[config.mk]
export PLATFORM = sky130hd
export DESIGN_NAME = lwbc_ctrl
export DESIGN_NICKNAME = d
export VERILOG_FILES = /design/src/rtl/lwbc_pkg.sv /design/src/rtl/lwbc_ctrl.sv
export SDC_FILE = /design/constraint.sdc
export NUM_CORES = 1
export LEC_CHECK = 0
export BUFFER_PORTS_ARGS = -buffer_cell sky130_fd_sc_hd__buf_2
export CAP_MARGIN = 20
export CORE_AREA = 8 8 45 47
export CTS_CLUSTER_DIAMETER = 40
export DETAILED_ROUTE_END_ITERATION = 10
export DIE_AREA = 0 0 53 55
export SYNTH_ARGS = -nofsm -noshare
export SYNTH_HDL_FRONTEND = slang
export SYNTH_SLANG_ARGS = --single-unit
export TNS_END_PERCENT = 30
[constraint.sdc]
create_clock -name clk -period 1 [get_ports clk]
set_input_delay 0.05 -clock clk [delete_from_list [all_inputs] [get_ports clk]]
set_output_delay 0.05 -clock clk [all_outputs]
set_load 0.05 [all_outputs]
[src/rtl/lwbc_pkg.sv]
// Shared types and constants for the LRU write-back cache core.
`default_nettype none

package lwbc_pkg;

    localparam int ADDR_W     = 10;
    localparam int DATA_W     = 32;
    localparam int CAP_W      = 4;
    localparam int MWORDS_W   = 11;
    localparam int CFG_IDX_W  = 1;
    localparam int CFG_DATA_W = 11;

    localparam int CACHE_ENTRIES_DEF = 8;
    localparam int MEMORY_DEPTH_DEF  = 1024;

    localparam logic [CAP_W-1:0]    CAP_RESET    = 4'd8;
    localparam logic [MWORDS_W-1:0] MWORDS_RESET = 11'd1024;

    localparam logic [CFG_IDX_W-1:0] CFG_CACHE_CAPACITY = 1'b0;
    localparam logic [CFG_IDX_W-1:0] CFG_MEMORY_WORDS   = 1'b1;

    localparam logic ACT_READ  = 1'b0;
    localparam logic ACT_WRITE = 1'b1;

    localparam logic STATUS_OK  = 1'b0;
    localparam logic STATUS_OOB = 1'b1;

    typedef struct packed {
        logic clear_step;
        logic capture;
        logic lookup;
        logic update;
    } lwbc_cmd_t;

    typedef struct packed {
        logic clear_last;
    } lwbc_stat_t;

endpackage

`default_nettype wire

[src/rtl/lwbc_ctrl.sv]
// Controller state machine: memory clearing pass, request accept, lookup and update.
`default_nettype none

module lwbc_ctrl (
    input  wire logic               clk,
    input  wire logic               rst_n,
    input  wire logic               start,
    output logic                    busy,
    output logic                    done,
    output lwbc_pkg::lwbc_cmd_t     cmd,
    input  wire lwbc_pkg::lwbc_stat_t stat
);

    import lwbc_pkg::*;

    typedef enum logic [1:0] {
        S_CLEAR,
        S_IDLE,
        S_LOOK,
        S_UPD
    } state_t;

    state_t state_reg;
    state_t state_next;
    logic   busy_reg;
    logic   done_reg;

    always_comb
    begin
        state_next = state_reg;
        unique case (state_reg)
            S_CLEAR:
            begin
                if (stat.clear_last)
                begin
                    state_next = S_IDLE;
                end
            end
            S_IDLE:
            begin
                if (start)
                begin
                    state_next = S_LOOK;
                end
            end
            S_LOOK:
            begin
                state_next = S_UPD;
            end
            S_UPD:
            begin
                state_next = S_IDLE;
            end
        endcase
    end

    always_ff @(posedge clk or negedge rst_n)
    begin
        if (!rst_n)
        begin
            state_reg <= S_CLEAR;
            busy_reg  <= 1'b1;
            done_reg  <= 1'b0;
        end
        else
        begin
            state_reg <= state_next;
            busy_reg  <= (state_next != S_IDLE);
            done_reg  <= (state_reg == S_UPD);
        end
    end

    assign cmd.clear_step = (state_reg == S_CLEAR);
    assign cmd.capture    = (state_reg == S_IDLE) && start;
    assign cmd.lookup     = (state_reg == S_LOOK);
    assign cmd.update     = (state_reg == S_UPD);

    assign busy = busy_reg;
    assign done = done_reg;

`ifndef SYNTHESIS
    a_upd_gives_done: assert property (@(posedge clk) disable iff (!rst_n)
        (state_reg == S_UPD) |=> done_reg)
        else $error("update without result strobe");

    a_done_not_busy: assert property (@(posedge clk) disable iff (!rst_n)
        done_reg |-> !busy_reg)
        else $error("result strobe while busy");
`endif

endmodule

`default_nettype wire

==> impl_results.md <==
- Run status: finished with violations
- Failing checks: setup timing
- DR DRC count: 0
- Die area: 2920 um^2
- Slew HR: 0.835
- CP Buf/Inv Count: 2
- Hold Crit Class: input port to register
- Most common cell in the synthesized netlist: dfrtp_1
- Multi-input gate area: between 60 and 70 um^2
- Die Y: 55 um
- Routed vias: 156
- Layout Nets: 35
- Max FFs per register: 2
- Core area: 1380 um^2
- Area contributors post-synth: dfrtp_1 (44%), dfstp_2 (15%), and2_1 (7.4%)
- Post-synthesis compound-gate area fraction: 0.0956
- Layout cells sized above 1: 0.600
- Routed wl met2: 169 um
- CTS root buffer: clkbuf_4
- Final clock skew: approximately 0.0067 ns
- GP Congestion: 0.617
- Synth warnings: 0
- CP arrival: 1.08 ns
- Crit Path Category: register to output port
- Post-synth top area share: 0.441
- Synthesized-area fraction occupied by adder cells: 0
- WL final: around 430 um
- XOR/XNOR Fraction of Synth Area: 0
- Largest net degree at the start of global routing: 8
- CTS Buf Count: 3
- GR Util All Layers: 0.0378
- Highest metal used: met3
- N_diodes: 0
- #FFs+latches synth: 4
- CP max FO: 4
- FF/Latch Area: 103 um^2
- Pre-Repair DR Iteration Count: 1
- Synth Area per Inst: 11.3 um^2
- H-Tree Depth: 1
- Fillers: 161
- Post-synth EDFFs: 0
- Per-cell routed wire length: 9.26 um
- Simple-Gate Fraction of Synth Area: 0.287
- Seq/Total Area, Yosys: 0.596
- Gr ovfl total: 0
- Antenna-violating nets left: 0
- Post-CTS setup buffers: 0
- CP top delay family: flip-flops
- Main combinational cell family by area after synthesis: simple AND/OR/NAND/NOR gates
- TNS Setup: -0.389 ns
- Slew @ Worst Pin: 0.250 ns
- Most area-hungry cell type in the Yosys netlist: dfrtp_1
- I/O Buffers: 9
- Total clock sinks: 4
- Clock Path Buffers: 2
- Main flop type after synthesis: dfrtp_1
- RSZ-0062 raised after global routing: yes
- Initial antenna violation count: 0
- # setup viols final: 4
- Io pins: 10
- Vias in the first global route: around 160
- Post-Syn Area: 170 um^2
- First-pass GRT wire length: 710 um
- Setup ws final: -0.135 ns
- Max frequency: between 800 and 900 MHz
- Slew Limit Fails: 0
- Final Hold Viols: 0
- Largest stage delay on the critical path: 0.39 ns
- Initial drt markers: 0
- DR vias/cell: roughly 3.4
- Clk slew on worst S/H paths: 0.05 ns
- Met1 wire length: between 150 and 200 um
- Synth unique cells: 11
- Critical Path Source Type: register
- Max Cap Viol: 0
- Die Span X: 53 um
- Met3 wire length: 61 um
- CTS tree: yes
- Tmin final: roughly 1.1 ns
- P&R area growth vs syn: 84.6%
- WP data required: 0.95 ns
- Crit-path cells: nand3b_1 > inv_1 > buf_6
- FFs w/ async S/R, synth: 1.00
- Critical path's slowest cell: dfrtp_1
- Site Rows: 14
- Skew-Pair Late Insertion Delay: 0.24 ns
- Post-synth net total: 19
- Crit end category: output port
- Part of the cycle the worst path needs: 1.13
- Initial Util: 0.123
- Post-synth top cells: dfrtp_1 (3), and2_1 (2), nor2_1 (2)
- Gate Count Post-Synth: 15
- Multiplexer share of the synthesized area: 0
cells in the final DEF (no fill, tap or decap), drive strengths merged:
cell,instances
inv,1
dfrtp,3
dfstp,1
nand3b,1
nor2b,2
clkbuf,4
o21ai,1
nor2,2
buf,10
and2,2
nand2b,1
dlygate4sd3,1
o21bai,1
worst register-to-register path, delay by kind of cell (launching register included):
| family | cells | cell delay (ns) |
|---|---|---|
| buffers and inverters | 1 | 0.15 |
| flip-flops | 1 | 0.39 |
| AO/OA/AOI/OAI | 1 | 0.17 |
stage by stage:
stage               std cells  setup slack (ns)  area, um^2  utilization  hold slack (ns)
finish                     46            -0.135         314        0.227           0.0560
floorplan                  15            -0.124         173            -           -0.246
global placement           41            0.0282         245        0.177           -0.141
CTS                        46            -0.155         310        0.224           0.0472
detailed placement         41            0.0269         245        0.177           -0.139
global route               46            -0.203         314        0.227           0.0629
area by class of cell:
type / instances / area share
clock buffers: 4 / 0.0837
well taps: 16 / 0.0637
inverters: 1 / 0.0120
flip-flops and latches: 4 / 0.327
multi-input cells: 10 / 0.215
repair buffers: 11 / 0.299
final timing paths:
path                                end  cells after the start    startpoint  slack (ns)
setup / recovery                 cmd[2]                      3  state_reg[1]       -0.13
hold / removal             state_reg[0]                      3          stat        0.06
setup reg to reg           state_reg[0]                      2  state_reg[1]        0.17
hold reg to reg                    busy                      1  state_reg[0]        0.52
max in group asynchronous          busy                      2         rst_n        0.65
min in group asynchronous  state_reg[1]                      2         rst_n        0.14
repair_timing:
item / CTS / global route
pin swaps: 0 / 0
endpoints found under the setup margin: 5 / 5
hold buffers: 1 / 0
hold endpoints to repair: 4 / 0
resized for setup: 10 / 1
metal layers:
metal  vias up  track usage
li1         77            -
met1        70       0.0382
met2         9       0.0391
met3         0       0.0481
met4         0       0.0259
met5         -            0
kinds of logic (layout without fill, tap and decap cells):
kind of cell | Yosys count | count (layout)
AO/OA/AOI/OAI | 2 | 2
buffers and inverters | 1 | 16
flip-flops | 4 | 4
AND/OR/NAND/NOR | 8 | 8
Power is not shown: default switching activity piles up to over one toggle a cycle in this logic, so the estimate is an artifact.
